$ cat src/sv/assert_macros.svh
// Assertion macros used by the top-level RTL file.
`ifndef ASSERT_MACROS_SVH
`define ASSERT_MACROS_SVH

// Same-cycle implication, checked at each rising clock edge outside reset.
`define ASSERT_IMPL(label, clk, rst, ante, cons, msg) \
   label: assert property (@(posedge clk) disable iff (rst) (ante) |-> (cons)) \
      else $error(msg);

// Next-cycle implication.
`define ASSERT_NEXT(label, clk, rst, ante, cons, msg) \
   label: assert property (@(posedge clk) disable iff (rst) (ante) |=> (cons)) \
      else $error(msg);

`endif

$ cat src/sv/qbr_pkg.sv
// Shared constants, types and helpers of the quantization breakpoint remapper.
package qbr_pkg;

   localparam int MAX_BITS   = 16;
   localparam int BITS_W     = 5;
   localparam int COUNT_W    = 17;
   localparam int BP_W       = 16;
   localparam int MAP_W      = 32;
   localparam int CSR_IDX_W  = 2;
   localparam int DIV_NUM_W  = 35;
   localparam int DIV_DEN_W  = 17;
   localparam int DIV_REM_W  = DIV_DEN_W + 1;
   localparam int DIV_CNT_W  = $clog2(DIV_NUM_W + 1);

   typedef enum logic [CSR_IDX_W-1:0] {
      CSR_OLD_BITS   = 2'd0,
      CSR_NEW_BITS   = 2'd1,
      CSR_BP_COUNT   = 2'd2,
      CSR_UNUSED     = 2'd3
   } csr_index_type;

   typedef struct packed {
      logic                 start;
      logic [DIV_NUM_W-1:0] dividend;
      logic [DIV_DEN_W-1:0] divisor;
   } div_req_type;

   typedef struct packed {
      logic                 busy;
      logic                 done;
      logic [DIV_NUM_W-1:0] quotient;
   } div_rsp_type;

   // Depths of zero act as one, depths above the maximum act as the maximum.
   function automatic logic [BITS_W-1:0] clamp_bits(input logic [BITS_W-1:0] b);
      logic [BITS_W-1:0] r;
      r = b;
      if (b == '0) r = BITS_W'(1);
      else if (b > BITS_W'(MAX_BITS)) r = BITS_W'(MAX_BITS);
      return r;
   endfunction

endpackage

$ cat src/sv/qbr_req_if.sv
// Input channel: one table breakpoint per item.
interface qbr_req_if;
   import qbr_pkg::*;

   logic             valid;
   logic             ready;
   logic [BP_W-1:0]  bp_index;
   logic [BP_W-1:0]  old_breakpoint;
   logic [MAP_W-1:0] map_value;

   modport source (output valid, output bp_index, output old_breakpoint,
                   output map_value, input ready);
   modport sink   (input valid, input bp_index, input old_breakpoint,
                   input map_value, output ready);
endinterface

$ cat src/sv/qbr_rsp_if.sv
// Result channel: one remapped breakpoint per item.
interface qbr_rsp_if;
   import qbr_pkg::*;

   logic             valid;
   logic             ready;
   logic [BP_W-1:0]  new_breakpoint;
   logic [MAP_W-1:0] map_value_out;
   logic             status;

   modport source (output valid, output new_breakpoint, output map_value_out,
                   output status, input ready);
   modport sink   (input valid, input new_breakpoint, input map_value_out,
                   input status, output ready);
endinterface

$ cat src/sv/qbr_divider.sv
// Iterative restoring divider: one quotient bit per cycle.
module qbr_divider (
   input  logic                 clock,
   input  logic                 reset,
   input  qbr_pkg::div_req_type div_req,
   output qbr_pkg::div_rsp_type div_rsp
);
   import qbr_pkg::*;

   logic                 busy_ff, busy_in;
   logic                 done_ff, done_in;
   logic [DIV_CNT_W-1:0] cnt_ff, cnt_in;
   logic [DIV_REM_W-1:0] rem_ff, rem_in;
   logic [DIV_NUM_W-1:0] quo_ff, quo_in;
   logic [DIV_DEN_W-1:0] den_ff, den_in;
   logic [DIV_REM_W-1:0] rem_shift;

   assign rem_shift = {rem_ff[DIV_REM_W-2:0], quo_ff[DIV_NUM_W-1]};

   always_comb begin
      busy_in = busy_ff;
      done_in = 1'b0;
      cnt_in  = cnt_ff;
      rem_in  = rem_ff;
      quo_in  = quo_ff;
      den_in  = den_ff;
      if (div_req.start) begin
         busy_in = 1'b1;
         cnt_in  = DIV_CNT_W'(DIV_NUM_W);
         rem_in  = '0;
         quo_in  = div_req.dividend;
         den_in  = div_req.divisor;
      end else if (busy_ff) begin
         // trial subtract, keep the bit when it fits
         if (rem_shift >= {1'b0, den_ff}) begin
            rem_in = rem_shift - {1'b0, den_ff};
            quo_in = {quo_ff[DIV_NUM_W-2:0], 1'b1};
         end else begin
            rem_in = rem_shift;
            quo_in = {quo_ff[DIV_NUM_W-2:0], 1'b0};
         end
         cnt_in = cnt_ff - DIV_CNT_W'(1);
         if (cnt_ff == DIV_CNT_W'(1)) begin
            busy_in = 1'b0;
            done_in = 1'b1;
         end
      end
   end

   always_ff @(posedge clock) begin
      if (reset) begin
         busy_ff <= 1'b0;
         done_ff <= 1'b0;
      end else begin
         busy_ff <= busy_in;
         done_ff <= done_in;
      end
      cnt_ff <= cnt_in;
      rem_ff <= rem_in;
      quo_ff <= quo_in;
      den_ff <= den_in;
   end

   assign div_rsp.busy     = busy_ff;
   assign div_rsp.done     = done_ff;
   assign div_rsp.quotient = quo_ff;

endmodule

$ cat src/sv/quant_breakpoint_remap_top.sv
// Quantization table breakpoint remapper between bit depths.
//
// Items enter on req_ch (index, old breakpoint, map value) and leave on rsp_ch
// (new breakpoint, map value, status), one result per item, in order.
// Index zero starts a new table. Depths and breakpoint count are written on
// the csr_ port (index 0 old depth, 1 new depth, 2 count) between tables.
// A rescaled breakpoint goes from accept to result through ST_LOAD, which
// starts the divider, ST_DIV, in which the divider makes one quotient bit
// per cycle over a 35-bit dividend and then raises done, ST_CLAMP (range
// clamp), ST_ORDER (ordering) and ST_OUT, which loads the output register.
// Equal depths and the too-many-breakpoints error skip the divider; their
// result goes from ST_IDLE straight to ST_OUT. One item is in work at a
// time; req_ch.ready is low from accept until the result enters the output
// register, which holds a result while rsp_ch.ready is low; the next item
// may be accepted and worked on meanwhile, and it waits to be loaded there.
// Reset is synchronous: depths return to 8, count to 2, no previous
// breakpoint is held, and both channels go idle.
`include "assert_macros.svh"

module quant_breakpoint_remap_top (
   input  logic                               clock,
   input  logic                               reset,
   qbr_req_if.sink                            req_ch,
   qbr_rsp_if.source                          rsp_ch,
   input  logic                               csr_write_en,
   input  logic [qbr_pkg::CSR_IDX_W-1:0]      csr_index,
   input  logic [qbr_pkg::COUNT_W-1:0]        csr_write_data
);
   import qbr_pkg::*;

   typedef enum logic [2:0] {
      ST_IDLE,
      ST_LOAD,
      ST_DIV,
      ST_CLAMP,
      ST_ORDER,
      ST_OUT
   } state_type;

   state_type            state_ff, state_in;
   logic [BITS_W-1:0]    old_bits_ff, old_bits_in;
   logic [BITS_W-1:0]    new_bits_ff, new_bits_in;
   logic [COUNT_W-1:0]   bp_count_ff, bp_count_in;
   logic [BITS_W-1:0]    ob_ff, ob_in;
   logic [BITS_W-1:0]    nb_ff, nb_in;
   logic [BP_W-1:0]      p_ff, p_in;
   logic [MAP_W-1:0]     map_ff, map_in;
   logic [COUNT_W-1:0]   remain_ff, remain_in;
   logic [BP_W-1:0]      pval_ff, pval_in;
   logic                 err_ff, err_in;
   logic [BP_W-1:0]      prev_val_ff, prev_val_in;
   logic                 prev_vld_ff, prev_vld_in;
   logic                 rsp_valid_ff, rsp_valid_in;
   logic [BP_W-1:0]      rsp_bp_ff, rsp_bp_in;
   logic [MAP_W-1:0]     rsp_map_ff, rsp_map_in;
   logic                 rsp_status_ff, rsp_status_in;

   div_req_type          div_req;
   div_rsp_type          div_rsp;

   logic [BITS_W-1:0]    ob_c, nb_c;
   logic [COUNT_W-1:0]   newlen_c;
   logic [COUNT_W-1:0]   newlen;
   logic [COUNT_W-1:0]   limit;
   logic [COUNT_W-1:0]   top;
   logic [COUNT_W-1:0]   cand;
   logic [BP_W-1:0]      den;
   logic [DIV_NUM_W-1:0] prod;
   logic                 accept;
   logic                 out_free;

   assign ob_c     = clamp_bits(old_bits_ff);
   assign nb_c     = clamp_bits(new_bits_ff);
   assign newlen_c = COUNT_W'(1) << nb_c;
   assign newlen   = COUNT_W'(1) << nb_ff;
   assign limit    = newlen - remain_ff;
   assign top      = newlen - COUNT_W'(1);
   assign cand     = {1'b0, prev_val_ff} + COUNT_W'(1);
   assign den      = BP_W'((COUNT_W'(1) << ob_ff) - COUNT_W'(1));
   // p * (2^nb - 1) as shift and subtract
   assign prod     = (DIV_NUM_W'(p_ff) << nb_ff) - DIV_NUM_W'(p_ff);

   assign accept   = req_ch.valid && req_ch.ready;
   assign out_free = !rsp_valid_ff || rsp_ch.ready;

   assign div_req.start    = (state_ff == ST_LOAD);
   assign div_req.dividend = {prod[DIV_NUM_W-2:0], 1'b0} + DIV_NUM_W'(den);
   assign div_req.divisor  = {den, 1'b0};

   qbr_divider u_divider (
      .clock   (clock),
      .reset   (reset),
      .div_req (div_req),
      .div_rsp (div_rsp)
   );

   always_comb begin
      state_in      = state_ff;
      old_bits_in   = old_bits_ff;
      new_bits_in   = new_bits_ff;
      bp_count_in   = bp_count_ff;
      ob_in         = ob_ff;
      nb_in         = nb_ff;
      p_in          = p_ff;
      map_in        = map_ff;
      remain_in     = remain_ff;
      pval_in       = pval_ff;
      err_in        = err_ff;
      prev_val_in   = prev_val_ff;
      prev_vld_in   = prev_vld_ff;
      rsp_valid_in  = rsp_valid_ff && !rsp_ch.ready;
      rsp_bp_in     = rsp_bp_ff;
      rsp_map_in    = rsp_map_ff;
      rsp_status_in = rsp_status_ff;

      if (csr_write_en) begin
         case (csr_index_type'(csr_index))
            CSR_OLD_BITS: old_bits_in = csr_write_data[BITS_W-1:0];
            CSR_NEW_BITS: new_bits_in = csr_write_data[BITS_W-1:0];
            CSR_BP_COUNT: bp_count_in = csr_write_data;
            default: ;
         endcase
      end

      case (state_ff)
         ST_IDLE: begin
            if (accept) begin
               ob_in  = ob_c;
               nb_in  = nb_c;
               p_in   = req_ch.old_breakpoint;
               map_in = req_ch.map_value;
               remain_in = (bp_count_ff > {1'b0, req_ch.bp_index}) ?
                           bp_count_ff - {1'b0, req_ch.bp_index} : COUNT_W'(1);
               if (req_ch.bp_index == '0) prev_vld_in = 1'b0;
               if (ob_c == nb_c) begin
                  // equal depths: pass through without clamping
                  pval_in     = req_ch.old_breakpoint;
                  err_in      = 1'b0;
                  prev_val_in = req_ch.old_breakpoint;
                  prev_vld_in = 1'b1;
                  state_in    = ST_OUT;
               end else if (bp_count_ff > newlen_c) begin
                  pval_in  = '0;
                  err_in   = 1'b1;
                  state_in = ST_OUT;
               end else begin
                  err_in   = 1'b0;
                  state_in = ST_LOAD;
               end
            end
         end
         ST_LOAD: state_in = ST_DIV;
         ST_DIV: begin
            if (div_rsp.done) state_in = ST_CLAMP;
         end
         ST_CLAMP: begin
            // leave room for the breakpoints still to come
            if (div_rsp.quotient > DIV_NUM_W'(limit)) pval_in = limit[BP_W-1:0];
            else pval_in = div_rsp.quotient[BP_W-1:0];
            state_in = ST_ORDER;
         end
         ST_ORDER: begin
            // force strictly above the previous breakpoint, saturate at the top
            if (prev_vld_ff && (pval_ff <= prev_val_ff)) begin
               pval_in     = (cand > top) ? top[BP_W-1:0] : cand[BP_W-1:0];
               prev_val_in = (cand > top) ? top[BP_W-1:0] : cand[BP_W-1:0];
            end else begin
               prev_val_in = pval_ff;
            end
            prev_vld_in = 1'b1;
            state_in    = ST_OUT;
         end
         ST_OUT: begin
            if (out_free) begin
               rsp_valid_in  = 1'b1;
               rsp_bp_in     = pval_ff;
               rsp_map_in    = err_ff ? '0 : map_ff;
               rsp_status_in = err_ff;
               state_in      = ST_IDLE;
            end
         end
         default: state_in = ST_IDLE;
      endcase
   end

   always_ff @(posedge clock) begin
      if (reset) begin
         state_ff     <= ST_IDLE;
         old_bits_ff  <= BITS_W'(8);
         new_bits_ff  <= BITS_W'(8);
         bp_count_ff  <= COUNT_W'(2);
         prev_vld_ff  <= 1'b0;
         rsp_valid_ff <= 1'b0;
      end else begin
         state_ff     <= state_in;
         old_bits_ff  <= old_bits_in;
         new_bits_ff  <= new_bits_in;
         bp_count_ff  <= bp_count_in;
         prev_vld_ff  <= prev_vld_in;
         rsp_valid_ff <= rsp_valid_in;
      end
      ob_ff         <= ob_in;
      nb_ff         <= nb_in;
      p_ff          <= p_in;
      map_ff        <= map_in;
      remain_ff     <= remain_in;
      pval_ff       <= pval_in;
      err_ff        <= err_in;
      prev_val_ff   <= prev_val_in;
      rsp_bp_ff     <= rsp_bp_in;
      rsp_map_ff    <= rsp_map_in;
      rsp_status_ff <= rsp_status_in;
   end

   assign req_ch.ready          = (state_ff == ST_IDLE);
   assign rsp_ch.valid          = rsp_valid_ff;
   assign rsp_ch.new_breakpoint = rsp_bp_ff;
   assign rsp_ch.map_value_out  = rsp_map_ff;
   assign rsp_ch.status         = rsp_status_ff;

   `ASSERT_NEXT(a_busy_after_accept, clock, reset, accept, !req_ch.ready,
      "input still ready after an item was accepted")
   `ASSERT_IMPL(a_error_zero_payload, clock, reset, rsp_ch.valid && rsp_ch.status,
      (rsp_ch.new_breakpoint == '0) && (rsp_ch.map_value_out == '0),
      "error result carries a nonzero payload")
   `ASSERT_IMPL(a_done_in_div, clock, reset, div_rsp.done, state_ff == ST_DIV,
      "divider finished outside the divide state")
   `ASSERT_IMPL(a_div_idle_outside, clock, reset,
      (state_ff == ST_IDLE) || (state_ff == ST_OUT), !div_rsp.busy,
      "divider busy while no division is pending")

endmodule

$ cat src/flat_wrapper.sv
// flat-port wrapper written by rule: the top's interface ports become plain ports
module quant_breakpoint_remap_top_flat import qbr_pkg::*;
  (clock, reset, csr_write_en, csr_index, csr_write_data, req_ch_valid, req_ch_bp_index, req_ch_old_breakpoint, req_ch_map_value, req_ch_ready, rsp_ch_valid, rsp_ch_new_breakpoint, rsp_ch_map_value_out, rsp_ch_status, rsp_ch_ready);
  qbr_req_if req_ch_i ();
  qbr_rsp_if rsp_ch_i ();
  input  logic clock;
  input  logic reset;
  input  logic csr_write_en;
  input  logic [qbr_pkg::CSR_IDX_W-1:0] csr_index;
  input  logic [qbr_pkg::COUNT_W-1:0] csr_write_data;
  input wire logic [$bits(req_ch_i.valid)-1:0] req_ch_valid;
  input wire logic [$bits(req_ch_i.bp_index)-1:0] req_ch_bp_index;
  input wire logic [$bits(req_ch_i.old_breakpoint)-1:0] req_ch_old_breakpoint;
  input wire logic [$bits(req_ch_i.map_value)-1:0] req_ch_map_value;
  output wire logic [$bits(req_ch_i.ready)-1:0] req_ch_ready;
  output wire logic [$bits(rsp_ch_i.valid)-1:0] rsp_ch_valid;
  output wire logic [$bits(rsp_ch_i.new_breakpoint)-1:0] rsp_ch_new_breakpoint;
  output wire logic [$bits(rsp_ch_i.map_value_out)-1:0] rsp_ch_map_value_out;
  output wire logic [$bits(rsp_ch_i.status)-1:0] rsp_ch_status;
  input wire logic [$bits(rsp_ch_i.ready)-1:0] rsp_ch_ready;
  assign req_ch_i.valid = req_ch_valid;
  assign req_ch_i.bp_index = req_ch_bp_index;
  assign req_ch_i.old_breakpoint = req_ch_old_breakpoint;
  assign req_ch_i.map_value = req_ch_map_value;
  assign req_ch_ready = req_ch_i.ready;
  assign rsp_ch_valid = rsp_ch_i.valid;
  assign rsp_ch_new_breakpoint = rsp_ch_i.new_breakpoint;
  assign rsp_ch_map_value_out = rsp_ch_i.map_value_out;
  assign rsp_ch_status = rsp_ch_i.status;
  assign rsp_ch_i.ready = rsp_ch_ready;
  quant_breakpoint_remap_top u_core (.clock(clock), .reset(reset), .req_ch(req_ch_i), .rsp_ch(rsp_ch_i), .csr_write_en(csr_write_en), .csr_index(csr_index), .csr_write_data(csr_write_data));
endmodule
$ cat config.mk
export PLATFORM = sky130hd
export DESIGN_NAME = quant_breakpoint_remap_top_flat
export DESIGN_NICKNAME = d
export VERILOG_FILES = /design/src/sv/qbr_pkg.sv /design/src/sv/qbr_req_if.sv /design/src/sv/qbr_rsp_if.sv /design/src/sv/qbr_divider.sv /design/src/sv/quant_breakpoint_remap_top.sv /design/src/flat_wrapper.sv
export VERILOG_INCLUDE_DIRS = /design/src /design/src/sv
export SDC_FILE = /design/constraint.sdc
export NUM_CORES = 1
export LEC_CHECK = 0
export ABC_CLOCK_PERIOD_IN_PS = 6700
export BUFFER_PORTS_ARGS = -buffer_cell sky130_fd_sc_hd__buf_2
export CAP_MARGIN = 20
export CORE_ASPECT_RATIO = 1.25
export CORE_MARGIN = 5
export CORE_UTILIZATION = 50
export CTS_CLUSTER_SIZE = 8
export DETAILED_ROUTE_END_ITERATION = 10
export PLACE_DENSITY = 0.69
export SLEW_MARGIN = 10
export SYNTH_ARGS = -nofsm -noshare
export SYNTH_HDL_FRONTEND = slang
export SYNTH_HIERARCHICAL = 1
export SYNTH_SLANG_ARGS = --single-unit
$ cat constraint.sdc
create_clock -name clock -period 6.7 [get_ports clock]
set_input_delay 1.34 -clock clock [delete_from_list [all_inputs] [get_ports clock]]
set_output_delay 1.34 -clock clock [all_outputs]
set_load 0.005 [all_outputs]
==> results.cfg <==
[status]
status = finished, final reports clean

[grt]
grt_antenna_before_repair = 0
grt_max_degree = 77
grt_overflow = 0
grt_pass1_wl_um = 87000
grt_usage_pct = 24.9
grt_pass1_vias = 16100

[floorplan]
core_area_sq_um = 38300
row_count = 80
fp.dieH_um = 230
start_util_pct = 50.7
die_w_um = 186
io_pins = 139
dieArea_sq_um = 42900

[detailed_routing]
drt-pass1-iter-count = 7
wirelength_um = 55300
routed-via-count = 16100
drt-vias-per-instance = 6.00
ant_nets = 0
drtIter0Drc = 1008
route.detailed.drc = 0
wl_per_cell_um = 20.6

[sta]
setup-violations-final = 0
report.final.slew_viol_count = 0
max_freq_mhz = 160
relSlewSlack_pct = 28.6
fin_tns_setup_ns = 0
finalHoldViolations = 0
rsz0062_at_grt = no
min_period_over_period_pct = 93.1
skew_ns = 0.0263
setup_ws_ns = 0.463
period_needed_ns = 6.24
worst_pin_slew_ns = 1.07

[setup_path]
worstPathArrival_ns = 6.52
cp-start-kind = register
endpoint_kind = register
critPathKind = register to register
reg2regPathDepth = 21
r2r_setup_slack_ns = 0.46
critPathRequiredTime_ns = 6.98
worstReg2RegStart = u_core/p_ff[6]$_DFFE_PP_
crit_fanout = 9
r2r-end = u_core/u_divider/quo_ff[28]$_DFFE_PP_
startpoint = u_core/p_ff[6]$_DFFE_PP_
cp-endpoint = u_core/u_divider/quo_ff[28]$_DFFE_PP_

[final_layout]
regArea_sq_um = 7420
fill_cells = 3372
antenna_cells = 0
area_growth_pct = 12.2
drive_gt1_share_pct = 15.6
multi_input_area_sq_um = 11100
nNetsFinal = 2416

[clock_network]
insertion_delay_ns = 0.54
root_buffer = clkbuf_16
clk_pin_slew_ns = 0.06
numCtsBuffers = 39
h-tree-depth = 2
clk_path_buf_depth = 3
cts_tree = done
clock_sinks = 266

[synthesis]
synth_warnings = 6
synthCells = 2029
syn_area_sq_um = 19400
syn_avg_cell_area_sq_um = 9.58

[placed_design]
gp_congestion = 0.989
port_buffers = 138
place_ws_ns = 0.324
dpl.hpwl_um = 42000

[pwr]
leakage_nw = 9.15
power.density_nw_per_um2 = 408
irDropWorstVdd_mv = 0.203

[worst_hold_path]
hold_class = register to register
min_from = u_core/bp_count_ff[0]$_SDFFE_PP0P_

[run]
cap_violations = 0
## placed cells by master, fill, tap and decap left out, drive strengths merged, types with 21 or more instances in the layout
| master | count |
|---|---|
| a21o | 47 |
| a21oi | 127 |
| and2 | 27 |
| and3 | 30 |
| buf | 188 |
| clkbuf | 53 |
| dfxtp | 57 |
| edfxtp | 209 |
| ha | 153 |
| inv | 148 |
| mux2 | 54 |
| mux2i | 40 |
| nand2 | 161 |
| nand2b | 27 |
| nand3 | 47 |
| nand4 | 27 |
| nor2 | 154 |
| nor2b | 63 |
| nor3 | 51 |
| nor4 | 21 |
| o21a | 28 |
| o21ai | 103 |
| xnor2 | 88 |
| xor2 | 31 |
## metal layers
| layer | wire, um | global-route usage (%) | vias up |
|---|---|---|---|
| li1 | - | - | 7714 |
| met1 | 22800 | 30.5 | 7748 |
| met2 | 27100 | 43.5 | 466 |
| met3 | 2740 | 3.54 | 134 |
| met4 | 2640 | 11.0 | 0 |
| met5 | 0 | 0 | - |
## final cells by class
class | instances | share of cell area, %
sequential | 266 | 34.0
clock buffer | 53 | 4.72
clock inverter | 4 | 0.143
multi-input combinational | 1529 | 50.9
timing repair buffer | 188 | 4.93
tap | 492 | 2.82
inverter | 146 | 2.51
## stage by stage
stage	util (%)	cell area (sq um)	hold slack, ns	std cells	power (mW)
2_1_floorplan	-	19400	0.436	2030	5.87
3_3_place_gp	53.9	20700	0.448	2609	6.94
3_5_place_dp	53.9	20700	0.459	2610	7.05
4_1_cts	56.7	21700	0.472	2667	8.87
5_1_grt	56.9	21800	0.500	2678	9.48
6_report	56.9	21800	0.471	2678	8.89
## how the worst min path moves through the flow
stage / endpoint / slack (ns) / depth (start not counted)
3_3_place_gp: u_core/bp_count_ff[0]$_SDFFE_PP0P_ / 0.45 / 2
2_1_floorplan: u_core/bp_count_ff[0]$_SDFFE_PP0P_ / 0.44 / 2
6_report: u_core/bp_count_ff[0]$_SDFFE_PP0P_ / 0.47 / 2
4_1_cts: u_core/bp_count_ff[0]$_SDFFE_PP0P_ / 0.47 / 2
3_5_place_dp: u_core/bp_count_ff[0]$_SDFFE_PP0P_ / 0.46 / 2
5_1_grt: u_core/bp_count_ff[0]$_SDFFE_PP0P_ / 0.50 / 2
## power by group
| group | switching (mW) | internal, mW |
|---|---|---|
| Sequential | 0.387 | 2.38 |
| Clock | 0.712 | 1.06 |
| Combinational | 2.55 | 1.81 |
| Total | 3.65 | 5.25 |
## flip-flops by register name, indices dropped and copies added (netlist names), 17 cells and up
name / cells
u_core/bp_count_ff: 17
u_core/map_ff: 32
u_core/remain_ff: 17
u_core/rsp_ch.map_value_out: 32
u_core/u_divider/den_ff: 17
u_core/u_divider/quo_ff: 35
u_core/u_divider/rem_ff: 17
## worst max-delay path: stages, from the launching register on
cell and delay, ns:
edfxtp_1 0.54, mux4_1 0.63, mux2i_1 0.34, nor2_1 0.09, ha_1 0.37, a2111oi_1 0.50
o21ai_0 0.26, a31o_2 0.30, a21oi_1 0.23, o21a_1 0.20, xnor2_1 0.08, ha_1 0.38
o21a_1 0.15, o21ai_0 0.09, a22o_1 0.24, a21o_1 0.19, nor3_1 0.33, o211ai_2 0.23
nor2_2 0.22, mux2i_1 0.24, xnor2_1 0.08, mux2_2 0.28
## timing repair
action | 4_1_cts | 5_1_grt
hold buffers | 0 | 0
resized for setup | 0 | 2
endpoints found under the hold margin | 0 | 0
endpoints found under the setup margin | 0 | 13
buffers inserted | 0 | 8
Note: power is estimated with default switching activity, not from simulation.
